## src/lav_pkg.sv

```systemverilog
// ----------------------------------------------------------------------------
// lav_pkg
// Types, constants and helpers shared by the look-at view matrix unit.
// ----------------------------------------------------------------------------
package lav_pkg;

  localparam int FRAC   = 16;              // fraction bits of Q16.16
  localparam int WORD   = 32;              // saturation width of results
  localparam int SCL_HI = 30;              // scaled top magnitude below 2^30
  localparam int SCL_LO = 29;              // and at least 2^29
  localparam int M_W    = 50;              // magnitude register width
  localparam int UN_W   = FRAC + 2;        // signed unit component
  localparam int TU_W   = FRAC + 4;        // signed true-up component
  localparam int Q_W    = FRAC + 1;        // unsigned quotient
  localparam int LEN_W  = SCL_HI + 1;      // vector length
  localparam int NUM_W  = SCL_HI + 1 + FRAC;
  localparam int SUM_W  = 2 * SCL_HI + 2;  // sum of three squares
  localparam int OP_W   = 33;              // multiplier operand
  localparam int ACC_W  = 64;              // accumulator
  localparam int PC_W   = 5;

  localparam logic [WORD-1:0] ONE = WORD'(64'(1) << FRAC);

  localparam logic [PC_W-1:0] PC_SIDE = PC_W'(0);
  localparam logic [PC_W-1:0] PC_SQ   = PC_W'(6);
  localparam logic [PC_W-1:0] PC_REST = PC_W'(9);

  typedef struct packed {
    logic signed [31:0] eye_x;
    logic signed [31:0] eye_y;
    logic signed [31:0] eye_z;
    logic signed [31:0] at_x;
    logic signed [31:0] at_y;
    logic signed [31:0] at_z;
    logic signed [31:0] up_x;
    logic signed [31:0] up_y;
    logic signed [31:0] up_z;
  } lav_req_t;

  typedef struct packed {
    logic [1:0]         row_index;
    logic signed [31:0] col_zero;
    logic signed [31:0] col_one;
    logic signed [31:0] col_two;
    logic signed [31:0] col_three;
    logic               degenerate;
    logic               last_row;
  } lav_rsp_t;

  typedef struct packed {
    logic [2:0][31:0] eye;
    logic [2:0][31:0] up;
    logic [2:0][32:0] diff;
    logic             degen;
  } lav_job_t;

  typedef struct packed {
    logic [2:0][UN_W-1:0] side;
    logic [2:0][TU_W-1:0] tup;
    logic [2:0][UN_W-1:0] fwd;
    logic [2:0][WORD-1:0] dot;
    logic                 degen;
  } lav_mat_t;

  typedef enum logic [2:0] {
    ST_IDLE, ST_SCALE, ST_MAC, ST_SQRT, ST_DIVGO, ST_DIV, ST_DONE
  } lav_state_t;

  typedef enum logic [1:0] {SG_SIDE, SG_SQ, SG_REST} lav_seg_t;

  typedef enum logic [2:0] {
    SRC_EYE, SRC_UP, SRC_FWD, SRC_SIDE, SRC_TUP, SRC_MAG
  } lav_src_t;

  typedef enum logic [2:0] {DST_NONE, DST_RAWM, DST_SUM, DST_TUP, DST_DOT} lav_dst_t;

  typedef struct packed {
    lav_src_t   sa;
    logic [1:0] ia;
    lav_src_t   sb;
    logic [1:0] ib;
    logic       neg;
    logic       last;
    lav_dst_t   dst;
    logic [1:0] di;
    logic       seg_end;
  } lav_op_t;

  function automatic lav_op_t mk_op(input lav_src_t sa, input logic [1:0] ia,
                                    input lav_src_t sb, input logic [1:0] ib,
                                    input logic neg, input logic last,
                                    input lav_dst_t dst, input logic [1:0] di,
                                    input logic seg_end);
    lav_op_t o;
    o.sa = sa; o.ia = ia; o.sb = sb; o.ib = ib;
    o.neg = neg; o.last = last; o.dst = dst; o.di = di; o.seg_end = seg_end;
    return o;
  endfunction

  // multiply-accumulate programme: side cross product, squares, true up,
  // then the three eye dot products
  function automatic lav_op_t lav_prog(input logic [PC_W-1:0] pc);
    lav_op_t o;
    case (pc)
      5'd0:  o = mk_op(SRC_UP, 2'd1, SRC_FWD, 2'd2, 1'b0, 1'b0, DST_NONE, 2'd0, 1'b0);
      5'd1:  o = mk_op(SRC_UP, 2'd2, SRC_FWD, 2'd1, 1'b1, 1'b1, DST_RAWM, 2'd0, 1'b0);
      5'd2:  o = mk_op(SRC_UP, 2'd2, SRC_FWD, 2'd0, 1'b0, 1'b0, DST_NONE, 2'd0, 1'b0);
      5'd3:  o = mk_op(SRC_UP, 2'd0, SRC_FWD, 2'd2, 1'b1, 1'b1, DST_RAWM, 2'd1, 1'b0);
      5'd4:  o = mk_op(SRC_UP, 2'd0, SRC_FWD, 2'd1, 1'b0, 1'b0, DST_NONE, 2'd0, 1'b0);
      5'd5:  o = mk_op(SRC_UP, 2'd1, SRC_FWD, 2'd0, 1'b1, 1'b1, DST_RAWM, 2'd2, 1'b1);
      5'd6:  o = mk_op(SRC_MAG, 2'd0, SRC_MAG, 2'd0, 1'b0, 1'b0, DST_NONE, 2'd0, 1'b0);
      5'd7:  o = mk_op(SRC_MAG, 2'd1, SRC_MAG, 2'd1, 1'b0, 1'b0, DST_NONE, 2'd0, 1'b0);
      5'd8:  o = mk_op(SRC_MAG, 2'd2, SRC_MAG, 2'd2, 1'b0, 1'b1, DST_SUM, 2'd0, 1'b1);
      5'd9:  o = mk_op(SRC_FWD, 2'd1, SRC_SIDE, 2'd2, 1'b0, 1'b0, DST_NONE, 2'd0, 1'b0);
      5'd10: o = mk_op(SRC_FWD, 2'd2, SRC_SIDE, 2'd1, 1'b1, 1'b1, DST_TUP, 2'd0, 1'b0);
      5'd11: o = mk_op(SRC_FWD, 2'd2, SRC_SIDE, 2'd0, 1'b0, 1'b0, DST_NONE, 2'd0, 1'b0);
      5'd12: o = mk_op(SRC_FWD, 2'd0, SRC_SIDE, 2'd2, 1'b1, 1'b1, DST_TUP, 2'd1, 1'b0);
      5'd13: o = mk_op(SRC_FWD, 2'd0, SRC_SIDE, 2'd1, 1'b0, 1'b0, DST_NONE, 2'd0, 1'b0);
      5'd14: o = mk_op(SRC_FWD, 2'd1, SRC_SIDE, 2'd0, 1'b1, 1'b1, DST_TUP, 2'd2, 1'b0);
      5'd15: o = mk_op(SRC_EYE, 2'd0, SRC_SIDE, 2'd0, 1'b0, 1'b0, DST_NONE, 2'd0, 1'b0);
      5'd16: o = mk_op(SRC_EYE, 2'd1, SRC_SIDE, 2'd1, 1'b0, 1'b0, DST_NONE, 2'd0, 1'b0);
      5'd17: o = mk_op(SRC_EYE, 2'd2, SRC_SIDE, 2'd2, 1'b0, 1'b1, DST_DOT, 2'd0, 1'b0);
      5'd18: o = mk_op(SRC_EYE, 2'd0, SRC_FWD, 2'd0, 1'b0, 1'b0, DST_NONE, 2'd0, 1'b0);
      5'd19: o = mk_op(SRC_EYE, 2'd1, SRC_FWD, 2'd1, 1'b0, 1'b0, DST_NONE, 2'd0, 1'b0);
      5'd20: o = mk_op(SRC_EYE, 2'd2, SRC_FWD, 2'd2, 1'b0, 1'b1, DST_DOT, 2'd2, 1'b0);
      5'd21: o = mk_op(SRC_EYE, 2'd0, SRC_TUP, 2'd0, 1'b0, 1'b0, DST_NONE, 2'd0, 1'b0);
      5'd22: o = mk_op(SRC_EYE, 2'd1, SRC_TUP, 2'd1, 1'b0, 1'b0, DST_NONE, 2'd0, 1'b0);
      5'd23: o = mk_op(SRC_EYE, 2'd2, SRC_TUP, 2'd2, 1'b0, 1'b1, DST_DOT, 2'd1, 1'b1);
      default: o = mk_op(SRC_EYE, 2'd0, SRC_EYE, 2'd0, 1'b0, 1'b0, DST_NONE, 2'd0, 1'b1);
    endcase
    return o;
  endfunction

  function automatic logic [OP_W-1:0] pick3(input logic [2:0][OP_W-1:0] v,
                                            input logic [1:0] i);
    logic [OP_W-1:0] r;
    case (i)
      2'd0:    r = v[0];
      2'd1:    r = v[1];
      default: r = v[2];
    endcase
    return r;
  endfunction

  // shift right by FRAC, rounding half away from zero
  function automatic logic signed [ACC_W-1:0] round_shift(input logic signed [ACC_W-1:0] x);
    logic [ACC_W-1:0] m;
    m = x[ACC_W-1] ? ACC_W'(-x) : ACC_W'(x);
    m = (m + (ACC_W'(1) << (FRAC - 1))) >> FRAC;
    return x[ACC_W-1] ? -$signed(m) : $signed(m);
  endfunction

  function automatic logic [WORD-1:0] sat_word(input logic signed [ACC_W-1:0] x);
    logic signed [ACC_W-1:0] hi;
    logic signed [ACC_W-1:0] lo;
    logic signed [ACC_W-1:0] r;
    hi = $signed((ACC_W'(1) << (WORD - 1)) - ACC_W'(1));
    lo = $signed(~hi);
    if (x > hi) begin
      r = hi;
    end else if (x < lo) begin
      r = lo;
    end else begin
      r = x;
    end
    return r[WORD-1:0];
  endfunction

endpackage

```

## src/lav_front.sv

```systemverilog
// ----------------------------------------------------------------------------
// lav_front
// Takes request items, forms at minus eye and flags eye equal to at.
// ----------------------------------------------------------------------------
module lav_front import lav_pkg::*; (
  input  logic     req_valid,
  output logic     req_ready,
  input  lav_req_t req,
  input  logic     full,
  output logic     push,
  output lav_job_t job
);

  assign req_ready = ~full;
  assign push      = req_valid & ~full;

  always_comb begin
    job.eye[0]  = req.eye_x;
    job.eye[1]  = req.eye_y;
    job.eye[2]  = req.eye_z;
    job.up[0]   = req.up_x;
    job.up[1]   = req.up_y;
    job.up[2]   = req.up_z;
    job.diff[0] = 33'(req.at_x) - 33'(req.eye_x);
    job.diff[1] = 33'(req.at_y) - 33'(req.eye_y);
    job.diff[2] = 33'(req.at_z) - 33'(req.eye_z);
    job.degen   = (req.at_x == req.eye_x) && (req.at_y == req.eye_y) &&
                  (req.at_z == req.eye_z);
  end

endmodule

```

## config.mk

```make
export PLATFORM = sky130hd
export DESIGN_NAME = lav_front
export DESIGN_NICKNAME = d
export VERILOG_FILES = /design/src/lav_pkg.sv /design/src/lav_front.sv
export SDC_FILE = /design/constraint.sdc
export NUM_CORES = 1
export LEC_CHECK = 0
export CAP_MARGIN = 20
export CELL_PAD_IN_SITES_DETAIL_PLACEMENT = 0
export CELL_PAD_IN_SITES_GLOBAL_PLACEMENT = 1
export CORE_AREA = 5 5 223 225
export DETAILED_ROUTE_END_ITERATION = 12
export DIE_AREA = 0 0 228 230
export DONT_BUFFER_PORTS = 1
export GPL_ROUTABILITY_DRIVEN = 0
export PLACE_DENSITY = 0.35
export SYNTH_ARGS = -nofsm -noshare
export SYNTH_HDL_FRONTEND = slang
export SYNTH_SLANG_ARGS = --single-unit
export TNS_END_PERCENT = 5
```

## constraint.sdc

```tcl
create_clock -name vclk -period 9.68
set_clock_uncertainty 0.15 [all_clocks]
set_input_delay 1.936 -clock vclk [all_inputs]
set_output_delay 1.936 -clock vclk [all_outputs]
set_load 0.05 [all_outputs]
```

=== After elaboration in Yosys (flattened, before gate mapping) ===
Cells that the tools add are included.

* Input port bits: 290
* Register bits after elaboration: 0
* Logic and storage cells: 10
* Output and inout port bits: 294

* Equality and inequality tests: 3
* $add $sub $neg: 3
* Reductions and logical operators: 2
* Bitwise operators: 2

{| class="wikitable"
|+ Operator list
! kind !! number
|-
| 32-bit by 32-bit subtractor with 33-bit output || 3
|-
| 32-bit equality test || 3
|-
| 1-bit logical AND || 2
|-
| 1-bit bitwise AND || 1
|-
| 1-bit NOT || 1
|}

=== Longest topological paths before layout ===
* Depth after elaboration: 3
* Mapped depth: 10
* Depth with buffers taken out: 10

=== Worst setup path before layout ===
Ideal clock, no wire load.

* Kind: input-to-output
* Start: input port req[258] in the netlist's numbering
* End: output port job[18] in the netlist's numbering
* Stages: 8
* Data arrival time: 4.892 ns
* Data required time: 7.594 ns
* Slack: 2.702 ns
* Buffers on the path: 0
* Cell sequence: inv_1 -> ha_1 -> o211ai_1 -> a21oi_1 -> o211ai_1 -> a21oi_1 -> o21ai_0 -> o311ai_0

{| class="wikitable"
|+ RTL lines
! item !! RTL line !! source
|-
| start: declaration || lav_front.sv:8 || <nowiki>input lav_req_t req,</nowiki>
|-
| end: declaration || lav_front.sv:11 || <nowiki>output lav_job_t job</nowiki>
|}

==> impl_metrics.csv <==
group,metric,value,unit
flow_run,maxCapViolations,0,
critical_path,critPathLaunchType,"primary input",
route,antenna_left,0,
critical_path,endpoint_kind,"output pin",
global_route,grt_pass1_vias,6970,
sta,hold_violations,0,
yosys,netlist.area_leader.share,0.197,
global_route,gr-usage-met1,0.138,
global_route,use_met3,0.0292,
yosys,synth.area.top_cells,"buf_4, ha_1, inv_1",
route,wl,31600,µm
power,power,855,µW
sta,period_needed,7.33,ns
critical_path,crit_required,7.59,ns
sta,rsz0062_at_grt,"false",
global_route,grt_max_degree,14,
power,vdd_drop_max,40.1,µV
clock_network,postCtsSetupRepairBufs,0,
power,power.density,124,nW/µm²
global_route,grt.busiest_layer,"met2",
yosys,syn_avg_cell_area,6.79,µm²
placement,io_buffer_count,0,
floorplan,pin_count,584,
critical_path,cp-startpoint,"req[96]",
cells_and_area,design_area,6910,µm²
floorplan,rows,80,
run_status,outcome,"completed",
sta,max_slew_margin,0.229,
sta,worstMarginPinSlew,1.15,ns
route,firstDrtPassIters,5,
cells_and_area,drive_above_1_share,0.0718,
global_route,grt_pass1_wl,46100,µm
yosys,yosys_warnings,0,
critical_path,cp-endpoint,"job[93]",
placement,post-dp-hpwl,28500,µm
floorplan,start_util,0.154,
min_path,hp-class,"primary input to output pin",
yosys,synth_cell_types,74,
floorplan,die_w,228,µm
sta,worst_hold_slack,3.72,ns
sta,max_freq,0.136,GHz
yosys,synth_top_area_cell,"buf_4",
route,wl_per_cell,20.8,µm
global_route,antenna_found_initial,0,
placement,dp_worst_setup_slack,2.31,ns
placement,placed_cell_area,6900,µm²
cells_and_area,insertedDiodeCount,0,
sta,fin_crit_sh,0.757,
critical_path,crit_arrival,5.24,ns
yosys,netlist_area,7310,µm²
route,vias,6667,
clock_network,cts_resized,0,
global_route,grt_overflow,0,
clock_network,hold_buffers,0,
sta,fin_ws,2.35,ns
yosys,syn_nets,1466,
min_path,hold_depth,0,
yosys,synthesis.instances,1077,
yosys,synth_seq_area_share,0,
critical_path,crit_path_max_fanout,3,
route,drc,0,
cells_and_area,num-clock-buffers,0,
sta,drv_slew,0,
power,power.leakage,0.00321,µW
floorplan,core_area,47300,µm²
global_route,grt_usage,0.111,
sta,setup_viol,0,
cells_and_area,fin_nets,1296,
route,dr.first_iter.drc_count,275,
route,via_per_inst,4.39,
floorplan,die_h,230,µm
cells_and_area,synthToLayoutAreaGrowth,-5.51,%
critical_path,worstSetupPathType,"primary input to output pin",
cells_and_area,n_sequential_cell,0,
floorplan,die_area,52400,µm²
cells_and_area,seqCellArea,0,µm²
sta,tns,0,ns
global_route,grtUsageMet2,0.197,
layer usage:
metal  wire [µm]  part of all wire
met1       13500              0.43
met2       15300              0.49
met3        2240             0.071
met4         461             0.015
met5           0                 0
worst min path at each step:
stage	slack (ns)	start	to
2_1_floorplan	3.89	req[64]	job[100]
3_3_place_gp	3.72	req[93]	job[129]
3_5_place_dp	3.72	req[93]	job[129]
4_1_cts	3.72	req[93]	job[129]
5_1_grt	3.72	req[232]	job[236]
6_report	3.72	req[71]	job[107]
through the flow:
step | util | instances
after floorplan | - | 1077
after global placement | 0.145 | 1517
after detailed placement | 0.146 | 1519
after global routing | 0.146 | 1520
final | 0.146 | 1520
after CTS | 0.146 | 1519
critical path: stages:
cell,delay [ns]
inv_1,0.02
ha_1,0.22
fa_1,0.48
nand2b_1,0.22
a21oi_1,0.21
o21ai_1,0.18
o21ba_2,0.28
o31ai_1,0.58
a41oi_1,0.22
xnor2_1,0.89
cell usage in the layout (no fill, tap or decap), types with 4 or more instances in the layout:
cell	synthesis	final
a211oi_1	7	5
a21boi_0	4	4
a21o_1	45	45
a21oi_1	85	85
a221oi_1	4	4
a31oi_1	23	23
and2_1	9	9
and3_1	8	8
and4_1	4	4
buf_4	192	42
ha_1	96	96
inv_1	129	129
mux2i_1	4	4
nand2_1	75	75
nand2b_1	12	12
nand3_1	22	22
nand4_1	14	14
nor2_1	53	53
nor2b_1	13	13
nor3_1	13	13
nor4_1	6	5
o211ai_1	6	6
o21a_1	14	14
o21ai_0	30	30
o21ai_1	9	9
o21bai_1	18	18
o22ai_1	4	4
o31ai_1	8	8
xnor2_1	52	52
xor2_1	27	27
kinds of logic after synthesis:
family          after synthesis  share of synthesized area
buf+inv                     344                      0.275
compound gates              308                      0.289
simple gates                242                      0.161
fa+ha+maj                    99                      0.173
xor+xnor                     79                     0.0947
mux                           5                    0.00702
synthesized netlist by cell type, types with 6 or more instances:
library cell,count
buf_4,192
inv_1,129
ha_1,96
a21oi_1,85
nand2_1,75
nor2_1,53
xnor2_1,52
a21o_1,45
o21ai_0,30
xor2_1,27
a31oi_1,23
clkbuf_1,22
nand3_1,22
o21bai_1,18
nand4_1,14
o21a_1,14
nor2b_1,13
nor3_1,13
nand2b_1,12
and2_1,9
o21ai_1,9
and3_1,8
o31ai_1,8
a211oi_1,7
nor4_1,6
o211ai_1,6
layout make-up:
class,count,area (µm²)
fillers,5630,40400
multi-input cells,733,5330
repair buffers,43,327
well taps,615,769
inverters,129,484
power by group:
group / total, µW / switching [µW] / leakage (µW) / internal, µW
combinational: 855 / 631 / 0.00321 / 224
sequential: 0 / 0 / 0 / 0
clock: 0 / 0 / 0 / 0
(Power assumes the default switching activity.)
