--- config.mk ---
export PLATFORM = sky130hd
export DESIGN_NAME = lav_emit
export DESIGN_NICKNAME = d
export VERILOG_FILES = /design/src/lav_pkg.sv /design/src/lav_emit.sv
export SDC_FILE = /design/constraint.sdc
export NUM_CORES = 1
export LEC_CHECK = 0
export BUFFER_PORTS_ARGS = -buffer_cell sky130_fd_sc_hd__buf_4
export CAP_MARGIN = 5
export CORE_ASPECT_RATIO = 2
export CORE_MARGIN = 2
export CORE_UTILIZATION = 25
export CTS_CLUSTER_SIZE = 25
export DETAILED_ROUTE_END_ITERATION = 10
export PLACE_DENSITY_LB_ADDON = 0.1
export SLEW_MARGIN = 0
export SYNTH_ARGS = -nofsm -noshare
export SYNTH_HDL_FRONTEND = slang
export SYNTH_SLANG_ARGS = --single-unit
--- constraint.sdc ---
create_clock -name clk -period 1.2 [get_ports clk]
set_input_delay 0 -clock clk [delete_from_list [all_inputs] [get_ports clk]]
set_output_delay 0 -clock clk [all_outputs]
set_load 0.01 [all_outputs]
--- src/lav_pkg.sv ---
// ----------------------------------------------------------------------------
// lav_pkg
// Types, constants and helpers shared by the look-at view matrix unit.
// ----------------------------------------------------------------------------
package lav_pkg;

  localparam int FRAC   = 16;              // fraction bits of Q16.16
  localparam int WORD   = 32;              // saturation width of results
  localparam int SCL_HI = 30;              // scaled top magnitude below 2^30
  localparam int SCL_LO = 29;              // and at least 2^29
  localparam int M_W    = 50;              // magnitude register width
  localparam int UN_W   = FRAC + 2;        // signed unit component
  localparam int TU_W   = FRAC + 4;        // signed true-up component
  localparam int Q_W    = FRAC + 1;        // unsigned quotient
  localparam int LEN_W  = SCL_HI + 1;      // vector length
  localparam int NUM_W  = SCL_HI + 1 + FRAC;
  localparam int SUM_W  = 2 * SCL_HI + 2;  // sum of three squares
  localparam int OP_W   = 33;              // multiplier operand
  localparam int ACC_W  = 64;              // accumulator
  localparam int PC_W   = 5;

  localparam logic [WORD-1:0] ONE = WORD'(64'(1) << FRAC);

  localparam logic [PC_W-1:0] PC_SIDE = PC_W'(0);
  localparam logic [PC_W-1:0] PC_SQ   = PC_W'(6);
  localparam logic [PC_W-1:0] PC_REST = PC_W'(9);

  typedef struct packed {
    logic signed [31:0] eye_x;
    logic signed [31:0] eye_y;
    logic signed [31:0] eye_z;
    logic signed [31:0] at_x;
    logic signed [31:0] at_y;
    logic signed [31:0] at_z;
    logic signed [31:0] up_x;
    logic signed [31:0] up_y;
    logic signed [31:0] up_z;
  } lav_req_t;

  typedef struct packed {
    logic [1:0]         row_index;
    logic signed [31:0] col_zero;
    logic signed [31:0] col_one;
    logic signed [31:0] col_two;
    logic signed [31:0] col_three;
    logic               degenerate;
    logic               last_row;
  } lav_rsp_t;

  typedef struct packed {
    logic [2:0][31:0] eye;
    logic [2:0][31:0] up;
    logic [2:0][32:0] diff;
    logic             degen;
  } lav_job_t;

  typedef struct packed {
    logic [2:0][UN_W-1:0] side;
    logic [2:0][TU_W-1:0] tup;
    logic [2:0][UN_W-1:0] fwd;
    logic [2:0][WORD-1:0] dot;
    logic                 degen;
  } lav_mat_t;

  typedef enum logic [2:0] {
    ST_IDLE, ST_SCALE, ST_MAC, ST_SQRT, ST_DIVGO, ST_DIV, ST_DONE
  } lav_state_t;

  typedef enum logic [1:0] {SG_SIDE, SG_SQ, SG_REST} lav_seg_t;

  typedef enum logic [2:0] {
    SRC_EYE, SRC_UP, SRC_FWD, SRC_SIDE, SRC_TUP, SRC_MAG
  } lav_src_t;

  typedef enum logic [2:0] {DST_NONE, DST_RAWM, DST_SUM, DST_TUP, DST_DOT} lav_dst_t;

  typedef struct packed {
    lav_src_t   sa;
    logic [1:0] ia;
    lav_src_t   sb;
    logic [1:0] ib;
    logic       neg;
    logic       last;
    lav_dst_t   dst;
    logic [1:0] di;
    logic       seg_end;
  } lav_op_t;

  function automatic lav_op_t mk_op(input lav_src_t sa, input logic [1:0] ia,
                                    input lav_src_t sb, input logic [1:0] ib,
                                    input logic neg, input logic last,
                                    input lav_dst_t dst, input logic [1:0] di,
                                    input logic seg_end);
    lav_op_t o;
    o.sa = sa; o.ia = ia; o.sb = sb; o.ib = ib;
    o.neg = neg; o.last = last; o.dst = dst; o.di = di; o.seg_end = seg_end;
    return o;
  endfunction

  // multiply-accumulate programme: side cross product, squares, true up,
  // then the three eye dot products
  function automatic lav_op_t lav_prog(input logic [PC_W-1:0] pc);
    lav_op_t o;
    case (pc)
      5'd0:  o = mk_op(SRC_UP, 2'd1, SRC_FWD, 2'd2, 1'b0, 1'b0, DST_NONE, 2'd0, 1'b0);
      5'd1:  o = mk_op(SRC_UP, 2'd2, SRC_FWD, 2'd1, 1'b1, 1'b1, DST_RAWM, 2'd0, 1'b0);
      5'd2:  o = mk_op(SRC_UP, 2'd2, SRC_FWD, 2'd0, 1'b0, 1'b0, DST_NONE, 2'd0, 1'b0);
      5'd3:  o = mk_op(SRC_UP, 2'd0, SRC_FWD, 2'd2, 1'b1, 1'b1, DST_RAWM, 2'd1, 1'b0);
      5'd4:  o = mk_op(SRC_UP, 2'd0, SRC_FWD, 2'd1, 1'b0, 1'b0, DST_NONE, 2'd0, 1'b0);
      5'd5:  o = mk_op(SRC_UP, 2'd1, SRC_FWD, 2'd0, 1'b1, 1'b1, DST_RAWM, 2'd2, 1'b1);
      5'd6:  o = mk_op(SRC_MAG, 2'd0, SRC_MAG, 2'd0, 1'b0, 1'b0, DST_NONE, 2'd0, 1'b0);
      5'd7:  o = mk_op(SRC_MAG, 2'd1, SRC_MAG, 2'd1, 1'b0, 1'b0, DST_NONE, 2'd0, 1'b0);
      5'd8:  o = mk_op(SRC_MAG, 2'd2, SRC_MAG, 2'd2, 1'b0, 1'b1, DST_SUM, 2'd0, 1'b1);
      5'd9:  o = mk_op(SRC_FWD, 2'd1, SRC_SIDE, 2'd2, 1'b0, 1'b0, DST_NONE, 2'd0, 1'b0);
      5'd10: o = mk_op(SRC_FWD, 2'd2, SRC_SIDE, 2'd1, 1'b1, 1'b1, DST_TUP, 2'd0, 1'b0);
      5'd11: o = mk_op(SRC_FWD, 2'd2, SRC_SIDE, 2'd0, 1'b0, 1'b0, DST_NONE, 2'd0, 1'b0);
      5'd12: o = mk_op(SRC_FWD, 2'd0, SRC_SIDE, 2'd2, 1'b1, 1'b1, DST_TUP, 2'd1, 1'b0);
      5'd13: o = mk_op(SRC_FWD, 2'd0, SRC_SIDE, 2'd1, 1'b0, 1'b0, DST_NONE, 2'd0, 1'b0);
      5'd14: o = mk_op(SRC_FWD, 2'd1, SRC_SIDE, 2'd0, 1'b1, 1'b1, DST_TUP, 2'd2, 1'b0);
      5'd15: o = mk_op(SRC_EYE, 2'd0, SRC_SIDE, 2'd0, 1'b0, 1'b0, DST_NONE, 2'd0, 1'b0);
      5'd16: o = mk_op(SRC_EYE, 2'd1, SRC_SIDE, 2'd1, 1'b0, 1'b0, DST_NONE, 2'd0, 1'b0);
      5'd17: o = mk_op(SRC_EYE, 2'd2, SRC_SIDE, 2'd2, 1'b0, 1'b1, DST_DOT, 2'd0, 1'b0);
      5'd18: o = mk_op(SRC_EYE, 2'd0, SRC_FWD, 2'd0, 1'b0, 1'b0, DST_NONE, 2'd0, 1'b0);
      5'd19: o = mk_op(SRC_EYE, 2'd1, SRC_FWD, 2'd1, 1'b0, 1'b0, DST_NONE, 2'd0, 1'b0);
      5'd20: o = mk_op(SRC_EYE, 2'd2, SRC_FWD, 2'd2, 1'b0, 1'b1, DST_DOT, 2'd2, 1'b0);
      5'd21: o = mk_op(SRC_EYE, 2'd0, SRC_TUP, 2'd0, 1'b0, 1'b0, DST_NONE, 2'd0, 1'b0);
      5'd22: o = mk_op(SRC_EYE, 2'd1, SRC_TUP, 2'd1, 1'b0, 1'b0, DST_NONE, 2'd0, 1'b0);
      5'd23: o = mk_op(SRC_EYE, 2'd2, SRC_TUP, 2'd2, 1'b0, 1'b1, DST_DOT, 2'd1, 1'b1);
      default: o = mk_op(SRC_EYE, 2'd0, SRC_EYE, 2'd0, 1'b0, 1'b0, DST_NONE, 2'd0, 1'b1);
    endcase
    return o;
  endfunction

  function automatic logic [OP_W-1:0] pick3(input logic [2:0][OP_W-1:0] v,
                                            input logic [1:0] i);
    logic [OP_W-1:0] r;
    case (i)
      2'd0:    r = v[0];
      2'd1:    r = v[1];
      default: r = v[2];
    endcase
    return r;
  endfunction

  // shift right by FRAC, rounding half away from zero
  function automatic logic signed [ACC_W-1:0] round_shift(input logic signed [ACC_W-1:0] x);
    logic [ACC_W-1:0] m;
    m = x[ACC_W-1] ? ACC_W'(-x) : ACC_W'(x);
    m = (m + (ACC_W'(1) << (FRAC - 1))) >> FRAC;
    return x[ACC_W-1] ? -$signed(m) : $signed(m);
  endfunction

  function automatic logic [WORD-1:0] sat_word(input logic signed [ACC_W-1:0] x);
    logic signed [ACC_W-1:0] hi;
    logic signed [ACC_W-1:0] lo;
    logic signed [ACC_W-1:0] r;
    hi = $signed((ACC_W'(1) << (WORD - 1)) - ACC_W'(1));
    lo = $signed(~hi);
    if (x > hi) begin
      r = hi;
    end else if (x < lo) begin
      r = lo;
    end else begin
      r = x;
    end
    return r[WORD-1:0];
  endfunction

endpackage

--- src/lav_emit.sv ---
// ----------------------------------------------------------------------------
// lav_emit
// Holds one finished matrix and sends it as four row items.
// ----------------------------------------------------------------------------
module lav_emit import lav_pkg::*; (
  input  logic     clk,
  input  logic     rst,
  input  logic     load,
  input  lav_mat_t mat_in,
  output logic     busy,
  output logic     rsp_valid,
  input  logic     rsp_ready,
  output lav_rsp_t rsp
);

  lav_mat_t   mat;
  logic [1:0] row;

  assign rsp_valid = busy;

  always_ff @(posedge clk) begin
    if (rst) begin
      busy <= 1'b0;
      row  <= 2'd0;
    end else if (load) begin
      busy <= 1'b1;
      row  <= 2'd0;
    end else if (busy && rsp_ready) begin
      if (row == 2'd3) begin
        busy <= 1'b0;
      end
      row <= row + 1'b1;
    end
  end

  always_ff @(posedge clk) begin
    if (load) begin
      mat <= mat_in;
    end
  end

  always_comb begin
    rsp.row_index  = row;
    rsp.degenerate = mat.degen;
    rsp.last_row   = row == 2'd3;
    rsp.col_three  = '0;
    case (row)
      2'd0: begin
        rsp.col_zero = sat_word(ACC_W'($signed(mat.side[0])));
        rsp.col_one  = sat_word(ACC_W'($signed(mat.tup[0])));
        rsp.col_two  = sat_word(ACC_W'($signed(mat.fwd[0])));
      end
      2'd1: begin
        rsp.col_zero = sat_word(ACC_W'($signed(mat.side[1])));
        rsp.col_one  = sat_word(ACC_W'($signed(mat.tup[1])));
        rsp.col_two  = sat_word(ACC_W'($signed(mat.fwd[1])));
      end
      2'd2: begin
        rsp.col_zero = sat_word(ACC_W'($signed(mat.side[2])));
        rsp.col_one  = sat_word(ACC_W'($signed(mat.tup[2])));
        rsp.col_two  = sat_word(ACC_W'($signed(mat.fwd[2])));
      end
      default: begin
        rsp.col_zero  = mat.dot[0];
        rsp.col_one   = mat.dot[1];
        rsp.col_two   = mat.dot[2];
        rsp.col_three = ONE;
      end
    endcase
    if (mat.degen) begin
      rsp.col_zero  = (row == 2'd0) ? ONE : '0;
      rsp.col_one   = (row == 2'd1) ? ONE : '0;
      rsp.col_two   = (row == 2'd2) ? ONE : '0;
      rsp.col_three = (row == 2'd3) ? ONE : '0;
    end
  end

endmodule

Word level (Yosys, flattened, before mapping)
Index checks and enable logic that the tools add are counted.
{"block": "totals", "regBits": 268}
{"block": "classes", "add_sub_neg": 1, "mux": 28, "n_reduce_logical": 7, "n_lt_le_gt_ge": 18, "n_eq_ne": 3}
{"operator": "32-bit two-way mux", "count": 18}
{"operator": "96-bit one-hot mux with 3 select lines", "count": 1}
{"operator": "18-bit by 32-bit > comparator with 1-bit output (second input constant)", "count": 6}
{"operator": "18-bit by 32-bit less-than comparator with 1-bit output (second input constant)", "count": 6}
{"operator": "128-bit two-way mux", "count": 1}
{"operator": "20-bit by 32-bit > comparator with 1-bit output (second input constant)", "count": 3}
{"operator": "20-bit by 32-bit less-than comparator with 1-bit output (second input constant)", "count": 3}
{"operator": "17-bit two-way mux", "count": 5}
{"operator": "2-bit equality test (second input constant)", "count": 2}
{"operator": "2-bit nonzero test", "count": 2}
{"operator": "1-bit two-way mux", "count": 3}
{"operator": "3-bit OR reduction", "count": 1}
{"operator": "2-bit by 1-bit adder with 2-bit output (second input constant)", "count": 1}
{"operator": "2-bit by 1-bit equality test with 1-bit output (second input constant)", "count": 1}
{"operator": "2-bit zero test", "count": 1}
{"operator": "2-bit AND reduction", "count": 1}
{"operator": "2-bit OR reduction", "count": 1}
{"operator": "1-bit logical AND", "count": 1}

Depth between registers and ports, before layout
Gate-level depths: netlist (run 1).
{"block": "depth", "depth_word": 5, "depth_mapped": 7, "mapped_depth_nobuf": 5}

Worst setup path before layout (run 1)
No wires, ideal clock.
{"block": "synth_timing", "kind": "reg2out", "from": "register row[1]", "to": "output port rsp[107] (netlist bit)", "path_slack_ns": -0.288, "path_stages_with_launch": 6, "required_ns": 1.200, "n_path_buf": 2, "arrival_time_ns": 1.488, "path_cell_list": "dfxtp_1 > ha_1 > buf_4 > buf_2 > a21oi_1 > a221oi_1"}
{"element": "start, declared", "line_no": "lav_emit.sv:17", "rtl": "logic [1:0] row;"}
{"element": "start signal, assigned", "line_no": "lav_emit.sv:32", "rtl": "row <= row + 1'b1;"}
{"element": "end, declared", "line_no": "lav_emit.sv:13", "rtl": "output lav_rsp_t rsp"}

==> results.py, run 1 <==
metrics = {
    "floorplanning": {
        "horizontal_die_dimension_um": 149,
        "i_o_pin_total": 403,
        "chipHeight_um": 294,
        "fp-row-count": 106,
        "die_area_um2": 43900,
        "starting_density_of_the_core": 0.253,
        "placeable_core_region_um2": 41600,
    },
    "route": {
        "top_signal_layer_used": "met4",
        "met2_wirelength_mm": 24.2,
        "drt-vias-per-instance": 4.35,
        "ant_nets": 0,
        "met3_length_mm": 1.66,
        "wl_per_cell_um": 20.7,
        "initialDrtViolationCount": 305,
        "post-route-drc-count": 0,
        "via_count": 8512,
        "finalWirelength_mm": 40.5,
        "drt-pass1-iter-count": 5,
        "wirelength_met1_mm": 13.3,
    },
    "clocking": {
        "clk_path_buf_depth": 3,
        "number_of_sinks_handled_by_clock_tree_synthesis": 268,
        "cts-buffers-inserted": 27,
        "cts_root_buf": "sky130_fd_sc_hd__clkbuf_16",
        "htree_levels": 1,
        "cts_tree": "yes",
        "worst_skew_pair.late_latency_ns": 0.55,
        "clkSlewWorstSetupHoldPaths_ns": 0.06,
    },
    "timing": {
        "layout_min_cycle_time_ns": 2.09,
        "period_share": 1.74,
        "rsz_0062_raised_after_global_routing": "true",
        "setup_ws_ns": -0.890,
        "timing.final.max_slew_violations": 0,
        "finalHoldViolCount": 0,
        "timing.final.setup_violations": 101,
        "fmax_mhz": 478,
        "finClkSkew_ns": 0.00110,
    },
    "logic_synthesis": {
        "syn-instance-count": 671,
        "netlist.top_cell.by_area": "sky130_fd_sc_hd__edfxtp_1",
        "ys_warn_count": 0,
        "ys_seq_area_frac": 0.761,
        "share_of_yosys_cell_area_claimed_by_the_top_area_cell_type": 0.756,
        "netlist_top_cells_area": "sky130_fd_sc_hd__edfxtp_1, sky130_fd_sc_hd__a221oi_1, sky130_fd_sc_hd__a22oi_1",
        "syn_avg_cell_area_um2": 15.7,
        "yosys_register_bits": 268,
        "synthesis.area_um2": 10500,
        "ys_types": 23,
    },
    "run_status": {
        "status": "finished with violations",
        "violations": "setup timing",
    },
    "final_layout": {
        "post_layout_nonfiller_instances": 1959,
        "post_route_cells_drive_above_1_share": 0.499,
        "fin_nets": 1671,
        "fin_util": 0.487,
        "area.growth.synth_to_final_pct": 92.7,
    },
    "global_route": {
        "global_route.overflow_total": 0,
        "grt_start_max_net_pins": 50,
        "antenna_found_initial": 2,
        "grt_pass1_wl_mm": 54.1,
        "vias_in_the_first_global_route": 9514,
        "track_usage": 0.165,
    },
    "min_path": {
        "hold-path-cell-count": 2,
        "min-delay-path-class": "primary input to flop",
        "hp-start": "mat_in[2]",
        "worstHoldEndpoint": "mat[2]$_DFFE_PP_",
    },
    "placement": {
        "post_placement_cell_count": 1594,
        "routabilityCongestion": 0.742,
        "placement.setup.worst_slack_ns": -0.318,
        "place.port_buffers": 371,
        "hpwlAfterDp_mm": 25.2,
    },
    "setup_path": {
        "rr_endpoint": "busy$_SDFFE_PP0P_",
        "critical_path.cell_chain": "ha_4, buf_12, buf_16, buf_4, a221oi_2, buf_4",
        "timing.critical_path.max_delay_family": "buffers and inverters",
        "critical_path.n_buffers_inverters": 4,
        "setup.worst_path.class": "flop to output port",
        "critical_path_peak_fanout": 21,
        "r2r_cells": 6,
        "worst-endpoint-required_ns": 1.20,
        "worst_setup_path_end_kind": "output port",
        "critPathSlowestCell": "sky130_fd_sc_hd__dfxtp_4",
        "path_length_in_cells_of_the_critical_path": 6,
        "endpoint_arrival_time_on_the_critical_path_ns": 2.09,
        "critPathMostFrequentCell": "sky130_fd_sc_hd__buf_4",
        "crit_path_start_kind": "flop",
        "worst_path_largest_cell_delay_ns": 0.38,
        "timing.reg2reg.setup_slack_ns": -0.06,
        "timing.rr.start": "row[1]$_SDFFE_PP0P_",
    },
    "power": {
        "power-per-cell-area_nw_per_um2": 1170,
        "total_leakage_power_nw": 8.19,
        "vdd_drop_max_uv": 1250,
    },
    "job": {
        "maxCapViolations": 0,
    },
}
-- layer usage --
metal / up-vias / GRT usage
met5: - / 0
met4: 0 / 0.0681
met3: 59 / 0.0250
met2: 286 / 0.339
met1: 4215 / 0.157
li1: 3952 / -
-- sequential cells by signal, indices dropped and copies added, names as in the netlist --
signal / count
busy: 1
mat: 264
row: 2
rsp: 1
-- power by group --
part	switching, W	internal (W)
logic	0.00166	0.00225
clock network	0.00371	0.00482
registers	0.000273	0.0111
-- kinds of logic after synthesis --
kind of cell | share of synthesized area
xor gates and xnor gates | 0.000832
muxes | 0.000951
DFF | 0.761
AOI/OAI and AO/OA | 0.145
and+or+nand+nor | 0.00440
buffers and inverters | 0.0821
adders and majority gates | 0.00475
other | 0.000356
-- layout by cell type, fill, tap and decap left out, types with 2 or more instances in the layout --
cell / instances
sky130_fd_sc_hd__a21o_1: 2
sky130_fd_sc_hd__a21o_4: 2
sky130_fd_sc_hd__a21oi_1: 24
sky130_fd_sc_hd__a21oi_2: 34
sky130_fd_sc_hd__a21oi_4: 40
sky130_fd_sc_hd__a221oi_2: 39
sky130_fd_sc_hd__a221oi_4: 14
sky130_fd_sc_hd__a22oi_1: 5
sky130_fd_sc_hd__a22oi_2: 49
sky130_fd_sc_hd__buf_12: 38
sky130_fd_sc_hd__buf_16: 4
sky130_fd_sc_hd__buf_4: 358
sky130_fd_sc_hd__buf_6: 61
sky130_fd_sc_hd__buf_8: 3
sky130_fd_sc_hd__bufinv_16: 3
sky130_fd_sc_hd__clkbuf_1: 5
sky130_fd_sc_hd__clkbuf_16: 41
sky130_fd_sc_hd__clkinv_1: 3
sky130_fd_sc_hd__clkinv_2: 7
sky130_fd_sc_hd__clkinvlp_4: 2
sky130_fd_sc_hd__conb_1: 31
sky130_fd_sc_hd__dfxtp_4: 2
sky130_fd_sc_hd__diode_2: 2
sky130_fd_sc_hd__dlygate4sd3_1: 268
sky130_fd_sc_hd__edfxtp_1: 265
sky130_fd_sc_hd__ha_4: 4
sky130_fd_sc_hd__inv_1: 94
sky130_fd_sc_hd__inv_4: 2
sky130_fd_sc_hd__nor2b_1: 4
sky130_fd_sc_hd__nor3_1: 2
sky130_fd_sc_hd__o21ai_1: 2
sky130_fd_sc_hd__o31ai_2: 2
-- metrics by stage --
step	hold WS, ns	TNS (ns)	power [W]	area [um2]
detailed placement	0.179	-23.57	0.0143	15200
floorplan	0.0670	-5.84	0.0126	11600
CTS	0.124	-84.75	0.0239	19200
finish	0.154	-81.89	0.0238	20300
global route	0.143	-91.39	0.0247	20300
global placement	0.178	-22.59	0.0143	15200
-- area by class of cell --
class,instances,area [um2]
fillers,3688,21300
repair buffers,746,7320
diodes,2,5.00
multi-input cells,259,3040
well taps,540,676
flip-flops and latches,268,8030
clock inverters,15,151
inverters,96,365
clock buffers,33,708
-- synthesized netlist by cell type --
cell and n:
sky130_fd_sc_hd__o21ai_0 2, sky130_fd_sc_hd__nor2_1 1, sky130_fd_sc_hd__xnor2_1 1, sky130_fd_sc_hd__clkbuf_1 10
sky130_fd_sc_hd__dfxtp_1 3, sky130_fd_sc_hd__nor3_1 2, sky130_fd_sc_hd__ha_1 4, sky130_fd_sc_hd__o31ai_1 2
sky130_fd_sc_hd__buf_2 22, sky130_fd_sc_hd__buf_6 3, sky130_fd_sc_hd__buf_4 43, sky130_fd_sc_hd__edfxtp_1 265
sky130_fd_sc_hd__inv_1 96, sky130_fd_sc_hd__nand2_1 2, sky130_fd_sc_hd__a221oi_1 53, sky130_fd_sc_hd__nor2b_1 4
sky130_fd_sc_hd__a22oi_1 54, sky130_fd_sc_hd__a21o_1 3, sky130_fd_sc_hd__a21oi_2 30, sky130_fd_sc_hd__a21oi_1 68
sky130_fd_sc_hd__a21o_2 1, sky130_fd_sc_hd__mux2i_1 1, sky130_fd_sc_hd__conb_1 1
-- worst max-delay path by stage --
stage                     slack [ns]      end                start
after floorplan                -0.11  rsp[88]  row[1]$_SDFFE_PP0P_
after global placement         -0.31  rsp[50]  row[0]$_SDFFE_PP0P_
after detailed placement       -0.32  rsp[72]  row[0]$_SDFFE_PP0P_
after CTS                      -0.93  rsp[70]  row[0]$_SDFFE_PP0P_
after global routing           -1.00  rsp[71]  row[0]$_SDFFE_PP0P_
final                          -0.89  rsp[36]  row[1]$_SDFFE_PP0P_
-- timing repair --
action / in CTS / in global routing
pin swaps: 6 / 50
setup endpoints to repair: 101 / 101
hold endpoints to repair: 317 / 0
gates resized for setup: 68 / 105
setup buffers: 10 / 20
gates cloned: 3 / 17
hold buffers: 268 / 0
Note: power is estimated with default switching activity, not from simulation.
==> run 2, diff against run 1 <==
Settings changed: REMOVE_ABC_BUFFERS from default to 1, SETUP_SLACK_MARGIN from default to 0.15.
==> results.py, run 2 (same netlist as run 1, synthesis figures left out) <==
metrics = {
    "job": {
        "maxCapViolations": 0,
    },
    "final_layout": {
        "highest_count_cells_in_the_layout_ignoring_fill_and_taps": "sky130_fd_sc_hd__buf_4, sky130_fd_sc_hd__dlygate4sd3_1, sky130_fd_sc_hd__edfxtp_1",
        "post_layout_nonfiller_instances": 1970,
        "area.growth.synth_to_final_pct": 84.0,
        "fin_nets": 1679,
        "final_common_cell": "sky130_fd_sc_hd__buf_4",
        "biggestRegsByFlops": "mat x264, row x2",
        "post_route_cells_drive_above_1_share": 0.458,
        "regMostFlops": "mat",
        "largest_register_ff_count": 264,
        "fin_util": 0.465,
    },
    "setup_path": {
        "critPathMostFrequentCell": "sky130_fd_sc_hd__buf_12",
        "critical_path_peak_fanout": 13,
        "critical_path.cell_chain": "inv_2, ha_4, buf_12, buf_12, a22oi_2, a21o_1, buf_12, a21oi_1, buf_4",
        "worst_setup_path_end_kind": "output port",
        "endpoint_arrival_time_on_the_critical_path_ns": 2.14,
        "crit_path_start_kind": "flop",
        "setup.worst_path.class": "flop to output port",
        "worst-endpoint-required_ns": 1.20,
        "critPathSlowestCell": "sky130_fd_sc_hd__dfxtp_4",
        "worst_path_largest_cell_delay_ns": 0.38,
    },
    "route": {
        "drt-pass1-iter-count": 4,
        "initialDrtViolationCount": 256,
        "via_count": 8476,
        "post-route-drc-count": 0,
        "finalWirelength_mm": 37.7,
        "drt-vias-per-instance": 4.30,
        "wl_per_cell_um": 19.1,
        "ant_nets": 0,
    },
    "timing": {
        "setup_ws_ns": -0.936,
        "timing.final.max_slew_violations": 0,
        "fmax_mhz": 468,
        "finClkSkew_ns": 0.00894,
        "finalHoldViolCount": 0,
        "timing.final.setup_violations": 100,
        "layout_min_cycle_time_ns": 2.14,
        "rsz_0062_raised_after_global_routing": "true",
        "period_share": 1.78,
    },
    "power": {
        "vdd_drop_max_uv": 1120,
        "total_leakage_power_nw": 8.02,
        "power-per-cell-area_nw_per_um2": 1180,
    },
    "min_path": {
        "min-delay-path-class": "primary input to flop",
    },
    "global_route": {
        "vias_in_the_first_global_route": 9482,
        "track_usage": 0.166,
        "grt_start_max_net_pins": 43,
        "global_route.overflow_total": 0,
        "antenna_found_initial": 6,
        "grt_pass1_wl_mm": 54.3,
    },
    "clocking": {
        "cts_root_buf": "sky130_fd_sc_hd__clkbuf_16",
        "cts_tree": "yes",
        "htree_levels": 1,
        "clk_path_buf_depth": 3,
        "worst_skew_pair.late_latency_ns": 0.55,
        "number_of_sinks_handled_by_clock_tree_synthesis": 268,
        "cts-buffers-inserted": 27,
        "clkSlewWorstSetupHoldPaths_ns": 0.06,
    },
    "placement": {
        "place.port_buffers": 371,
        "post_placement_cell_count": 1613,
        "routabilityCongestion": 0.761,
        "hpwlAfterDp_mm": 26.0,
        "placement.setup.worst_slack_ns": -0.520,
    },
    "floorplanning": {
        "i_o_pin_total": 403,
        "horizontal_die_dimension_um": 149,
        "fp-row-count": 106,
        "starting_density_of_the_core": 0.253,
        "chipHeight_um": 294,
        "die_area_um2": 43900,
        "placeable_core_region_um2": 41600,
    },
    "run_status": {
        "violations": "setup timing",
        "status": "finished with violations",
    },
}
==> run 2: where the power goes <==
part | switching, W | internal (W)
Sequential | 0.000223 | 0.0111
Combinational | 0.00151 | 0.00210
Clock | 0.00354 | 0.00444
==> run 2: metrics by stage <==
step	setup TNS [ns]	hold WS (ns)	total power, W	area, um2
after floorplan	-305.98	0.0724	0.0122	10100
after global placement	-36.21	0.178	0.0140	14600
after detailed placement	-37.28	0.179	0.0140	14600
after CTS	-91.11	0.125	0.0231	18800
after global routing	-94.96	0.146	0.0239	19400
final	-86.44	0.159	0.0229	19400
==> run 2: what timing repair did <==
item                                   in CTS  in global routing
endpoints found under the hold margin     287                  0
cloned                                      8                  2
setup endpoints to repair                 105                123
setup buffers                              17                  9
gates resized for setup                    77                 74
hold buffers                              268                  0
pin swaps                                   9                 20
==> run 2: metal layers <==
metal  vias up  wire length (um)  part of all wire  global-route usage
met5         -                 0                 0                   0
met4         0              1420             0.038              0.0715
met3        73              1830             0.049              0.0250
met2       308             22900              0.61               0.349
met1      4130             11600              0.31               0.150
li1       3965                 -                 -                   -
==> run 2: path summary, 6_finish.rpt <==
| path | cells past startpoint | startpoint | slack (ns) | endpoint |
|---|---|---|---|---|
| setup / recovery | 9 | row[1]$_SDFFE_PP0P_ | -0.94 | rsp[85] |
| hold / removal | 2 | mat_in[88] | 0.16 | mat[88]$_DFFE_PP_ |
| setup reg to reg | 7 | row[0]$_SDFFE_PP0P_ | -0.26 | busy$_SDFFE_PP0P_ |
| hold reg to reg | 3 | busy$_SDFFE_PP0P_ | 0.65 | busy$_SDFFE_PP0P_ |
==> run 2: final cells by class <==
type                    count  area (um2)
diodes                      6        15.0
clock buffers              35         726
clock inverters            12        85.1
fillers                  3795       22300
inverters                  96         365
multi-input cells         259        2410
flip-flops and latches    268        8030
well taps                 540         676
repair buffers            754        7070
==> run 2: worst max-delay path, delay by kind of cell, from the launching register on <==
kind | cells | cell delay (ns)
buffers and inverters | 5 | 0.63
flip-flops | 1 | 0.38
AO/OA/AOI/OAI | 3 | 0.38
adder cells (fa/ha/maj) | 1 | 0.19
